### config.mk
export PLATFORM = sky130hd
export DESIGN_NAME = key_auto_repeat_table
export DESIGN_NICKNAME = d
export VERILOG_FILES = /design/src/rtl/kar_pkg.sv /design/src/rtl/key_auto_repeat_table.sv /design/src/rtl/kar_ctrl.sv /design/src/rtl/kar_datapath.sv
export SDC_FILE = /design/constraint.sdc
export NUM_CORES = 1
export LEC_CHECK = 0
export ABC_AREA = 1
export ABC_CLOCK_PERIOD_IN_PS = 8700
export CELL_PAD_IN_SITES_DETAIL_PLACEMENT = 0
export CELL_PAD_IN_SITES_GLOBAL_PLACEMENT = 1
export CORE_MARGIN = 5
export CORE_UTILIZATION = 41
export CTS_CLUSTER_SIZE = 28
export DETAILED_ROUTE_END_ITERATION = 8
export DONT_BUFFER_PORTS = 1
export PLACE_DENSITY_LB_ADDON = 0.1
export SLEW_MARGIN = 10
export SYNTH_ARGS = -nofsm -noshare
export SYNTH_HDL_FRONTEND = slang
export SYNTH_SLANG_ARGS = --single-unit
### constraint.sdc
create_clock -name clk_i -period 8.7 [get_ports clk_i]
set_clock_uncertainty 0.05 [all_clocks]
set_input_delay 0 -clock clk_i [delete_from_list [all_inputs] [get_ports clk_i]]
set_output_delay 0 -clock clk_i [all_outputs]
set_load 0.05 [all_outputs]
### src/rtl/kar_pkg.sv
`timescale 1ns / 1ps
// ----------------------------------------------------------------------------
// kar_pkg: shared definitions for the key auto-repeat table
// Slot count, field widths, command and register codes, and the control and
// status bundles that pass between the controller and the datapath.
// ----------------------------------------------------------------------------
package kar_pkg;

  localparam int SLOTS       = 16;
  localparam int IDX_W       = (SLOTS > 1) ? $clog2(SLOTS) : 1;
  localparam int MAX_RESULTS = 16;
  localparam int NRES_W      = $clog2(MAX_RESULTS + 1);

  localparam int KEY_W   = 8;
  localparam int CNT_W   = 16;
  localparam int CFG_W   = 16;
  localparam int CFGIX_W = 4;

  typedef enum logic [1:0] {
    CMD_TICK  = 2'd0,
    CMD_DOWN  = 2'd1,
    CMD_UP    = 2'd2,
    CMD_CLEAR = 2'd3
  } cmd_e;

  localparam logic [CFGIX_W-1:0] CFG_FIRST_DELAY  = CFGIX_W'(0);
  localparam logic [CFGIX_W-1:0] CFG_REPEAT_DELAY = CFGIX_W'(1);

  // Commands from the controller to the datapath.
  typedef struct packed {
    logic load;   // capture the accepted item and restart the scan
    logic step;   // process the slot under the scan index
    logic flush;  // move the held result to the output as the last one
    logic clear;  // free every slot at once
  } kar_ctrl_t;

  // Status from the datapath to the controller.
  typedef struct packed {
    logic stall;      // the current slot fired but the output cannot take the held item
    logic last_slot;  // the scan index points at the final slot
    logic hold_valid; // a result is held back waiting to learn whether it is the last
    logic out_free;   // the output register can be loaded this cycle
  } kar_stat_t;

endpackage

### src/rtl/key_auto_repeat_table.sv
`timescale 1ns / 1ps
// ----------------------------------------------------------------------------
// key_auto_repeat_table: typematic repeat generator for held keys
// Tracks up to SLOTS held keys and emits a repeat item for each key whose
// repeat delay has run out on a tick.
// ----------------------------------------------------------------------------
// A tick, key-down or key-up item is accepted in the idle state; the scan then
// visits the slot table one entry per cycle unless a stall holds it, and the
// flush state then releases the final result, if any, once the output register
// is free. A clear item is taken without a scan, and the block is ready again
// right away, since it never leaves the idle state. Each
// tick gives one repeat item for every held key that fires, in slot order,
// and the final one of the tick carries last_o. Because the block must know
// whether a result is the last one before releasing it, one result is always
// held back during the scan; a slow consumer on the output side stalls the
// scan only when a second result is ready and the output register is full.
// The delay registers are written through the configuration channel, which
// is always ready; index 0 is first_delay and index 1 is repeat_delay, and
// writes to any other index are dropped. Write them only while the block is
// idle.
// ----------------------------------------------------------------------------
module key_auto_repeat_table import kar_pkg::*; (
  input  logic               clk_i,
  input  logic               rst_ni,

  input  logic               in_valid_i,
  output logic               in_ready_o,
  input  logic [1:0]         cmd_i,
  input  logic [KEY_W-1:0]   key_code_i,

  output logic               out_valid_o,
  input  logic               out_ready_i,
  output logic [KEY_W-1:0]   repeat_key_o,
  output logic [CNT_W-1:0]   repeat_number_o,
  output logic               last_o,

  input  logic               cfg_valid_i,
  output logic               cfg_ready_o,
  input  logic [CFGIX_W-1:0] cfg_index_i,
  input  logic [CFG_W-1:0]   cfg_data_i
);

  kar_ctrl_t ctrl;
  kar_stat_t stat;

  // The delay registers accept a write in any cycle.
  assign cfg_ready_o = 1'b1;

  // The controller owns the input handshake and sequences the slot scan.
  kar_ctrl u_ctrl (
    .clk_i      (clk_i),
    .rst_ni     (rst_ni),
    .in_valid_i (in_valid_i),
    .in_ready_o (in_ready_o),
    .cmd_i      (cmd_i),
    .stat_i     (stat),
    .ctrl_o     (ctrl)
  );

  // The datapath holds the slots, the delays and the output register.
  kar_datapath u_datapath (
    .clk_i           (clk_i),
    .rst_ni          (rst_ni),
    .ctrl_i          (ctrl),
    .stat_o          (stat),
    .cmd_i           (cmd_i),
    .key_code_i      (key_code_i),
    .cfg_valid_i     (cfg_valid_i),
    .cfg_index_i     (cfg_index_i),
    .cfg_data_i      (cfg_data_i),
    .out_valid_o     (out_valid_o),
    .out_ready_i     (out_ready_i),
    .repeat_key_o    (repeat_key_o),
    .repeat_number_o (repeat_number_o),
    .last_o          (last_o)
  );

endmodule

### src/rtl/kar_ctrl.sv
`timescale 1ns / 1ps
// ----------------------------------------------------------------------------
// kar_ctrl: sequencer for the key auto-repeat table
// Accepts an item; for all but a clear it steps the datapath over every slot
// and then flushes any held result with its last flag set.
// ----------------------------------------------------------------------------
module kar_ctrl import kar_pkg::*; (
  input  logic      clk_i,
  input  logic      rst_ni,
  input  logic      in_valid_i,
  output logic      in_ready_o,
  input  logic [1:0] cmd_i,
  input  kar_stat_t stat_i,
  output kar_ctrl_t ctrl_o
);

  localparam logic [1:0] ST_IDLE  = 2'd0;
  localparam logic [1:0] ST_SCAN  = 2'd1;
  localparam logic [1:0] ST_FLUSH = 2'd2;

  logic [1:0] state_q, state_d;
  logic       accept;

  assign in_ready_o = (state_q == ST_IDLE);
  assign accept     = in_valid_i && in_ready_o;

  always_comb begin
    state_d      = state_q;
    ctrl_o       = '0;
    unique case (state_q)
      ST_IDLE: begin
        if (accept) begin
          if (cmd_i == CMD_CLEAR) begin
            ctrl_o.clear = 1'b1;
          end else begin
            ctrl_o.load = 1'b1;
            state_d     = ST_SCAN;
          end
        end
      end
      ST_SCAN: begin
        ctrl_o.step = 1'b1;
        if (!stat_i.stall && stat_i.last_slot) begin
          state_d = ST_FLUSH;
        end
      end
      ST_FLUSH: begin
        if (!stat_i.hold_valid) begin
          state_d = ST_IDLE;
        end else if (stat_i.out_free) begin
          ctrl_o.flush = 1'b1;
          state_d      = ST_IDLE;
        end
      end
      default: begin
        state_d = ST_IDLE;
      end
    endcase
  end

  always_ff @(posedge clk_i or negedge rst_ni) begin
    if (!rst_ni) begin
      state_q <= ST_IDLE;
    end else begin
      state_q <= state_d;
    end
  end

endmodule

### src/rtl/kar_datapath.sv
`timescale 1ns / 1ps
// ----------------------------------------------------------------------------
// kar_datapath: slot table, delay registers and result path
// Holds the repeater slots, processes one slot per step, and keeps one
// result back so that the last result of a tick can be flagged.
// ----------------------------------------------------------------------------
module kar_datapath import kar_pkg::*; (
  input  logic               clk_i,
  input  logic               rst_ni,
  input  kar_ctrl_t          ctrl_i,
  output kar_stat_t          stat_o,
  input  logic [1:0]         cmd_i,
  input  logic [KEY_W-1:0]   key_code_i,
  input  logic               cfg_valid_i,
  input  logic [CFGIX_W-1:0] cfg_index_i,
  input  logic [CFG_W-1:0]   cfg_data_i,
  output logic               out_valid_o,
  input  logic               out_ready_i,
  output logic [KEY_W-1:0]   repeat_key_o,
  output logic [CNT_W-1:0]   repeat_number_o,
  output logic               last_o
);

  logic [KEY_W-1:0]  slot_key_q     [SLOTS];
  logic [CNT_W-1:0]  slot_elapsed_q [SLOTS];
  logic [CNT_W-1:0]  slot_count_q   [SLOTS];

  logic [CFG_W-1:0]  first_q, repeat_q;
  logic [1:0]        cmd_q;
  logic [KEY_W-1:0]  key_q;
  logic              claimed_q;
  logic [IDX_W-1:0]  idx_q;
  logic [NRES_W-1:0] nres_q;

  logic              hold_valid_q;
  logic [KEY_W-1:0]  hold_key_q;
  logic [CNT_W-1:0]  hold_num_q;

  logic              out_valid_q;
  logic [KEY_W-1:0]  out_key_q;
  logic [CNT_W-1:0]  out_num_q;
  logic              out_last_q;

  logic [KEY_W-1:0]  cur_key;
  logic [CNT_W-1:0]  cur_el, cur_cnt, el_inc, cnt_inc, thr_raw, thr;
  logic              used, fire, out_free, stall, do_step;
  logic              is_tick, do_claim, do_free, push_out;

  assign cur_key = slot_key_q[idx_q];
  assign cur_el  = slot_elapsed_q[idx_q];
  assign cur_cnt = slot_count_q[idx_q];
  assign used    = (cur_key != '0);

  // Elapsed and repeat counts saturate at their full range.
  assign el_inc  = (cur_el == '1) ? cur_el : cur_el + 1'b1;
  assign cnt_inc = (cur_cnt == '1) ? cur_cnt : cur_cnt + 1'b1;

  // A delay register holding zero behaves as a delay of one tick.
  assign thr_raw = (cur_cnt == '0) ? first_q : repeat_q;
  assign thr     = (thr_raw == '0) ? CNT_W'(1) : thr_raw;

  assign is_tick  = (cmd_q == CMD_TICK);
  assign fire     = is_tick && used && (el_inc >= thr) && (nres_q < NRES_W'(MAX_RESULTS));
  assign out_free = !out_valid_q || out_ready_i;
  assign stall    = fire && hold_valid_q && !out_free;
  assign do_step  = ctrl_i.step && !stall;
  assign do_claim = do_step && (cmd_q == CMD_DOWN) && !claimed_q && !used;
  assign do_free  = do_step && (cmd_q == CMD_UP) && (key_q != '0) && (cur_key == key_q);
  assign push_out = do_step && fire && hold_valid_q;

  assign stat_o.stall      = stall;
  assign stat_o.last_slot  = (idx_q == IDX_W'(SLOTS - 1));
  assign stat_o.hold_valid = hold_valid_q;
  assign stat_o.out_free   = out_free;

  assign out_valid_o     = out_valid_q;
  assign repeat_key_o    = out_key_q;
  assign repeat_number_o = out_num_q;
  assign last_o          = out_last_q;

  // Slot keys mark occupancy, so they are cleared by reset and by a clear item.
  always_ff @(posedge clk_i or negedge rst_ni) begin
    if (!rst_ni) begin
      for (int i = 0; i < SLOTS; i++) begin
        slot_key_q[i] <= '0;
      end
    end else if (ctrl_i.clear) begin
      for (int i = 0; i < SLOTS; i++) begin
        slot_key_q[i] <= '0;
      end
    end else if (do_claim) begin
      slot_key_q[idx_q] <= key_q;
    end else if (do_free) begin
      slot_key_q[idx_q] <= '0;
    end
  end

  // Counts only matter while a slot is held, and claiming a slot zeroes them.
  always_ff @(posedge clk_i) begin
    if (do_claim) begin
      slot_elapsed_q[idx_q] <= '0;
      slot_count_q[idx_q]   <= '0;
    end else if (do_step && is_tick && used) begin
      slot_elapsed_q[idx_q] <= fire ? el_inc - thr : el_inc;
      if (fire) begin
        slot_count_q[idx_q] <= cnt_inc;
      end
    end
  end

  always_ff @(posedge clk_i or negedge rst_ni) begin
    if (!rst_ni) begin
      first_q  <= CFG_W'(15);
      repeat_q <= CFG_W'(3);
    end else if (cfg_valid_i) begin
      if (cfg_index_i == CFG_FIRST_DELAY) begin
        first_q <= cfg_data_i;
      end else if (cfg_index_i == CFG_REPEAT_DELAY) begin
        repeat_q <= cfg_data_i;
      end
    end
  end

  always_ff @(posedge clk_i or negedge rst_ni) begin
    if (!rst_ni) begin
      cmd_q     <= CMD_TICK;
      key_q     <= '0;
      claimed_q <= 1'b0;
      idx_q     <= '0;
      nres_q    <= '0;
    end else if (ctrl_i.load) begin
      cmd_q     <= cmd_i;
      key_q     <= key_code_i;
      claimed_q <= (key_code_i == '0);
      idx_q     <= '0;
      nres_q    <= '0;
    end else if (do_step) begin
      idx_q <= stat_o.last_slot ? '0 : idx_q + 1'b1;
      if (do_claim) begin
        claimed_q <= 1'b1;
      end
      if (fire) begin
        nres_q <= nres_q + 1'b1;
      end
    end
  end

  always_ff @(posedge clk_i or negedge rst_ni) begin
    if (!rst_ni) begin
      hold_valid_q <= 1'b0;
    end else if (do_step && fire) begin
      hold_valid_q <= 1'b1;
    end else if (ctrl_i.flush) begin
      hold_valid_q <= 1'b0;
    end
  end

  always_ff @(posedge clk_i) begin
    if (do_step && fire) begin
      hold_key_q <= cur_key;
      hold_num_q <= cnt_inc;
    end
  end

  always_ff @(posedge clk_i or negedge rst_ni) begin
    if (!rst_ni) begin
      out_valid_q <= 1'b0;
    end else if (push_out || ctrl_i.flush) begin
      out_valid_q <= 1'b1;
    end else if (out_ready_i) begin
      out_valid_q <= 1'b0;
    end
  end

  always_ff @(posedge clk_i) begin
    if (push_out || ctrl_i.flush) begin
      out_key_q  <= hold_key_q;
      out_num_q  <= hold_num_q;
      out_last_q <= ctrl_i.flush;
    end
  end

endmodule
### Yosys cells after proc, flatten, opt, wreduce, memory -nomap -nowiden

Memories as Yosys holds them, arrays and structs flattened.
Index checks and enable logic that the tools add are counted.

| storage, ports and cells | value |
|---|---|
| bits in registers | 233 |
| memory bits (writable) | 512 |
| input bits | 35 |
| memories kept | 2 |

| cells by class | value |
|---|---|
| $add $sub $neg | 5 |
| magnitude comparators | 4 |
| eq/ne operators | 14 |
| muxes and demuxes | 54 |
| bitwise gates (word level) | 6 |
| reductions and logical operators | 45 |

Memory list:

| name | words | width | read ports | clocked after Yosys merged registers in | wr ports | line | text |
|---|---|---|---|---|---|---|---|
| u_datapath.slot_count_q | 16 | 16 | 1 | 0 | 1 | kar_datapath.sv:26 | `logic [CNT_W-1:0] slot_count_q [SLOTS];` |
| u_datapath.slot_elapsed_q | 16 | 16 | 1 | 0 | 1 | kar_datapath.sv:25 | `logic [CNT_W-1:0] slot_elapsed_q [SLOTS];` |

Operators with widths:

| cell | number |
|---|---|
| 128-bit two-way mux | 3 |
| 128-bit AND | 1 |
| 128-bit bitwise mux | 1 |
| 128-bit NOT | 1 |
| 16-bit two-way mux | 7 |
| 16-bit by 1-bit adder with 16-bit output (second input constant) | 2 |
| 8-bit binary-select mux with 4-bit select | 1 |
| 8-bit demux with 4-bit select | 1 |
| 16-bit == test (second input constant) | 2 |
| 16-bit logical NOT | 2 |
| 1-bit two-way mux | 26 |
| 8-bit two-way mux | 3 |
| 1-bit logical AND | 19 |
| 16-bit greater-or-equal comparator | 1 |
| 8-bit nonzero test | 2 |
| 16-bit subtractor | 1 |
| 5-bit two-way mux | 3 |
| 4-bit two-way mux | 3 |
| 2-bit two-way mux | 5 |
| 2-bit nonzero test | 5 |
| 8-bit == test | 1 |
| 8-bit logical NOT | 1 |
| 2-bit == test (second input constant) | 3 |
| 2-bit case mux with 3 select lines | 1 |
| other kinds (22) | 33 |

### Longest topological paths before layout

| logic depth | value |
|---|---|
| word-level depth | 18 |
| mapped depth | 43 |

### Hierarchy

From an unflattened synthesis, not the netlist that was laid out.

| unflattened totals | value |
|---|---|
| cell total of the unflattened synthesis | 4636 |
| area total of the unflattened synthesis | 38511.9 µm² |

By module, submodules not included:

| module | times used | cells each | area an instance (µm²) | seq. area each (µm²) |
|---|---|---|---|---|
| kar_datapath | 1 | 4609 | 38356.8 | 21408.0 |
| kar_ctrl | 1 | 25 | 143.9 | 50.0 |
| key_auto_repeat_table | 1 | 2 | 11.3 | 0.0 |

### Least setup slack after synthesis

Ideal clock, no wire load.

| timing | value |
|---|---|
| kind | reg2reg |
| start point | reg u_datapath.idx_q[0] |
| end point | mem u_datapath.slot_count_q[10][0], enable pin |
| library setup time | 0.388 ns |
| data arrival time | 6.050 ns |
| required time | 8.262 ns |
| setup slack | 2.212 ns |
| stages on the path, launching flop included | 40 |
| path buffers | 7 |
| clock period less this slack | 6.488 ns |
| path through | dfrtp_1 buf_6 buf_6 buf_6 buf_6 buf_4 o21ai_0 o22ai_1 nand2_1 nand4_2 inv_1 ha_1 inv_1 nor2_1 nand2_1 nor2_1 nand2_2 buf_6 (+4 left out) nor2_1 nand2_1 nand2_1 ha_1 fa_1 inv_1 a31oi_1 nor2_1 nor2_1 inv_1 nand2_1 nand3_1 nand4_4 nand2_4 nor2_2 nor2_2 buf_2 nor2_1 |

| between the ends | value |
|---|---|
| longest elaborated chain between the ends | 18 |
| elaborated cells between the ends (all ways) | 35 |

Ends and longest elaborated chain:

| item | line | text |
|---|---|---|
| start: declaration | kar_datapath.sv:32 | `logic [IDX_W-1:0] idx_q;` |
| start signal: assignment | kar_datapath.sv:138 | `idx_q <= stat_o.last_slot ? '0 : idx_q + 1'b1;` |
| parallel branches: the longest is 18 deep, another holds memory read 16 x 16 bit | -- |  |
| end: declaration | kar_datapath.sv:26 |  |

Several ways; the timed one is not identified. The select of a mux whose other input is x is not followed.

### Final worst setup path

| timing | value |
|---|---|
| start point | reg u_datapath.idx_q[0] |
| end point | mem u_datapath.slot_count_q[12][10], data pin |

| between the ends | value |
|---|---|
| longest elaborated chain between the ends | 18 |
| elaborated cells between the ends (all ways) | 36 |

Ends and longest elaborated chain:

| item |
|---|
| parallel branches: the longest is 17 deep, another holds memory read 16 x 16 bit |
| 16-bit two-way mux (no source line) (*) |

Mark *: on every way between the ends. The select of a mux whose other input is x is not followed.

==> qor.yml <==
place:
  port_buffers: 0
  hpwl_um: 65870
  place.gp.congestion: 0.8149
  dp_cells: 5421
  postPlaceCellArea_mm2: 0.03868
clock_tree:
  cts_buffers: 85
  clockBufferDepth: 3
  clock_sinks: 745
  worstSkewPairLatency_ns: 0.64
  root_buffer: "clkbuf_16"
  h-tree-depth: 3
  post_cts_buffers: 0
  clk_pin_slew_ns: 0.06
  cts_tree: "built"
timing:
  fmaxAchievable_mhz: 135.2
  period_share_pct: 85.02
  totalNegativeSetupSlack_ns: 0
  max_slew_margin_pct: 17.16
  period_minus_slack_ns: 7.396
  hold_violations: 5
  finalSetupViolCount: 0
  slew_viol_final: 0
  rsz0062_at_grt: "no"
  worstMarginPinSlew_ns: 1.243
  whs_ns: -0.07483
setup_path:
  critPathKind: "register to register"
  startpoint: "u_datapath.idx_q[0]"
  reg2reg_slack_ns: 1.30
  endpoint_kind: "register"
  critPathArrivalTime_ns: 7.61
  crit_path_start_kind: "register"
  r2r_cells: 26
  r2r-end: "u_datapath.slot_count_q[12][10]"
  cp_max_fo: 156
  required_ns: 8.92
  critPathCapture: "u_datapath.slot_count_q[12][10]"
  r2r_start: "u_datapath.idx_q[0]"
global_route:
  gr-max-usage-layer: "met2"
  grt_overflow: 0
  grt_pass1_wl_um: 173600
  grt_max_degree: 190
  met2_usage_pct: 37.97
  grt_pass1_vias: 27026
  grtUsageMet3_pct: 2.612
  grt.total_usage_pct: 23.11
  use_met1_pct: 32.94
  antenna_found_initial: 4
routing:
  firstDrtPassIters: 6
  detailedRoute.firstIterationViolations: 2391
  via_per_inst: 5.101
  dr_total_vias: 28633
  antenna_left: 0
  totalWireLength_um: 115500
  drcViolationCount: 0
  wl_per_cell_um: 20.58
layout:
  multiInputGateArea_mm2: 0.01355
  seqCellArea_mm2: 0.02147
  nets: 4419
  fin_cells: 5613
  final.fill_count: 8965
  drive_above_1_share_pct: 7.324
  syn_to_final_growth_pct: 10.99
  final_area_mm2: 0.04182
floorplanning:
  fp.dieArea_mm2: 0.09806
  rows: 111
  dieHeight_um: 313.1
  num_io_pins: 63
  start_util_pct: 41.23
  die_width_um: 313.1
  core_area_mm2: 0.09139
yosys:
  avgSynthCellArea_um2: 8.604
  syn_inst: 4379
  yosysTopAreaCellShare_pct: 44.71
  synthesis.area_mm2: 0.03768
  ys_ff_latch: 745
  synth_cell_type_count: 49
  async_reset_ff_share_pct: 24.70
  synthFlopType: "edfxtp_1"
  synth_area_leader_cell: "edfxtp_1"
  synth_warnings: 0
  synth.area.top_cells: "edfxtp_1 (45%), nand2_1 (16%), dfrtp_1 (12%), nor2_1 (5.2%), inv_1 (3.9%)"
  synth-seq-area-share_pct: 56.95
  synth_edf_count: 561
  synth_nets: 4439
power_and_ir_drop:
  peakVddDrop_v: 0.0003608
  combPwrFrac_pct: 42.9
  power.density_mw_per_mm2: 352.6
  power_mw: 14.74
  p_switching_mw: 6.468
  leakage_nw: 18.31
  swShare_pct: 43.87
  p_seq_share_pct: 32.9
  p_int_mw: 8.275
  p_clk_share_pct: 24.2
run:
  cap_violations: 0
status:
  status: "finished with violations"
  violations: "hold timing"
min_path:
  min_path_type: "primary input to asynchronous set/reset pin"
## cells by family (layout without fill, tap and decap cells)
kind of cell               Yosys count  after routing  synth area share (%)
AOI/OAI and AO/OA                  375            375                 5.589
and+or+nand+nor                   2572           2572                 28.27
buffers and inverters              624            669                 7.465
other                                1              4              0.009953
xor gates and xnor gates            37             37                0.8601
DFF                                745            745                 56.95
adders and majority gates           25             25                0.8502
## repair_timing
| item | 4_1_cts | 5_1_grt |
|---|---|---|
| gates resized for setup | 0 | 0 |
| hold buffers | 37 | 0 |
| hold endpoints to repair | 262 | 0 |
## per-layer routing
metal	routed length [um]	share of wire (%)
met1	53050	46
met2	54250	47
met3	5663	4.9
met4	2533	2.2
met5	0	0
## cell usage after synthesis (2+ instances only)
master / count
nand2_1: 1622
edfxtp_1: 561
nor2_1: 521
inv_1: 389
nand3_1: 252
o21ai_0: 215
dfrtp_1: 178
nand3b_1: 86
clkbuf_1: 70
buf_2: 63
o22ai_1: 45
o21ai_1: 43
a21oi_1: 39
buf_4: 39
buf_6: 31
nor2_2: 28
xor2_1: 25
ha_1: 24
inv_2: 19
nand4_1: 18
nand2_4: 13
xnor2_1: 12
a21oi_4: 10
buf_1: 7
a21oi_2: 6
a31oi_1: 6
dfstp_2: 6
nand2_2: 6
nor3_1: 6
nor4_1: 5
clkinv_1: 4
nand4_2: 4
nand3_2: 3
nor2_4: 3
o21bai_1: 3
a21boi_0: 2
nor3_2: 2
o211ai_1: 2
## per-stage QoR
stage | worst slack, ns | hold WS, ns | utilization, %
after global routing | 0.4767 | 0.04558 | 45.75
after CTS | 1.287 | 0.003412 | 45.75
after floorplan | 2.212 | -0.3456 | -
after global placement | 1.464 | -0.3408 | 42.33
final | 1.304 | -0.07483 | 45.76
after detailed placement | 1.316 | -0.3414 | 42.33
## worst max-delay path: stages, from the launching register on
cell,delay [ns]
dfrtp_4,0.67
inv_8,0.73
buf_12,0.37
o21ai_0,0.14
o22ai_1,0.15
nand2_1,0.07
nand4_1,0.22
ha_1,0.29
nand4_1,0.16
nor2_2,0.18
nand2_2,0.24
xnor2_1,0.36
ha_1,0.26
fa_1,0.22
inv_1,0.05
a31oi_1,0.29
nor2_1,0.07
nor2_1,0.25
inv_1,0.10
nand2_1,0.07
nand3_1,0.14
nand4_4,0.17
nand2_4,0.11
inv_2,0.16
nand2_1,0.14
buf_4,0.29
a21oi_1,0.92
## power by group through the flow
stage / clock network (mW) / registers [mW] / logic [mW]
after detailed placement: 0 / 4.92 / 6.29
final: 3.57 / 4.85 / 6.33
after floorplan: 0 / 4.72 / 4.50
after global placement: 0 / 4.92 / 6.34
after CTS: 3.64 / 4.85 / 6.35
after global routing: 3.79 / 4.88 / 7.07
## layout by cell type, fill, tap and decap left out, types with 7 or more instances in the layout
master         instances
nand2_4               13
bufinv_16             10
buf_12                 9
edfxtp_1             561
clkbuf_16             86
clkbuf_1              24
inv_2                 18
xor2_1                25
dfrtp_1              176
clkinv_1              21
a21oi_1               39
a21oi_4               10
nand4_1               18
nor2_2                61
nand3_1              251
dlygate4sd3_1         36
nor2_4                 7
o21ai_1               43
nand2_1             1622
o22ai_1               45
nor2_1               484
xnor2_1               12
o21ai_0              215
buf_4                 59
ha_1                  24
inv_1                388
nand3b_1              86
## layout make-up
| type | instances | area share [%] |
|---|---|---|
| multi-input cells | 3010 | 32.40 |
| well taps | 1186 | 3.549 |
| repair buffers | 105 | 2.418 |
| clock buffers | 111 | 5.395 |
| inverters | 412 | 3.728 |
| flip-flops and latches | 745 | 51.33 |
| diodes | 3 | 0.01795 |
| clock inverters | 41 | 1.155 |
## worst min-delay path by stage
| stage | start | endpoint |
|---|---|---|
| floorplan | rst_ni | u_ctrl.state_q[0] |
| global placement | rst_ni | u_datapath.out_valid_o |
| detailed placement | rst_ni | u_datapath.out_valid_o |
| CTS | cfg_data_i[5] | u_datapath.first_q[5] |
| global route | rst_ni | u_datapath.repeat_q[3] |
| finish | rst_ni | u_datapath.repeat_q[3] |
## flip-flops by register name, indices dropped and copies added (netlist names)
register / cells
u_datapath.hold_valid_q: 1
u_datapath.out_valid_o: 1
u_datapath.repeat_q: 16
u_datapath.last_o: 1
u_ctrl.state_q: 2
u_datapath.cmd_q: 2
u_datapath.nres_q: 5
u_datapath.key_q: 8
u_datapath.repeat_key_o: 8
u_datapath.hold_num_q: 16
u_datapath.hold_key_q: 8
u_datapath.idx_q: 4
u_datapath.claimed_q: 1
u_datapath.slot_count_q: 256
u_datapath.slot_elapsed_q: 256
u_datapath.first_q: 16
u_datapath.slot_key_q: 128
u_datapath.repeat_number_o: 16
(Power assumes the default switching activity.)
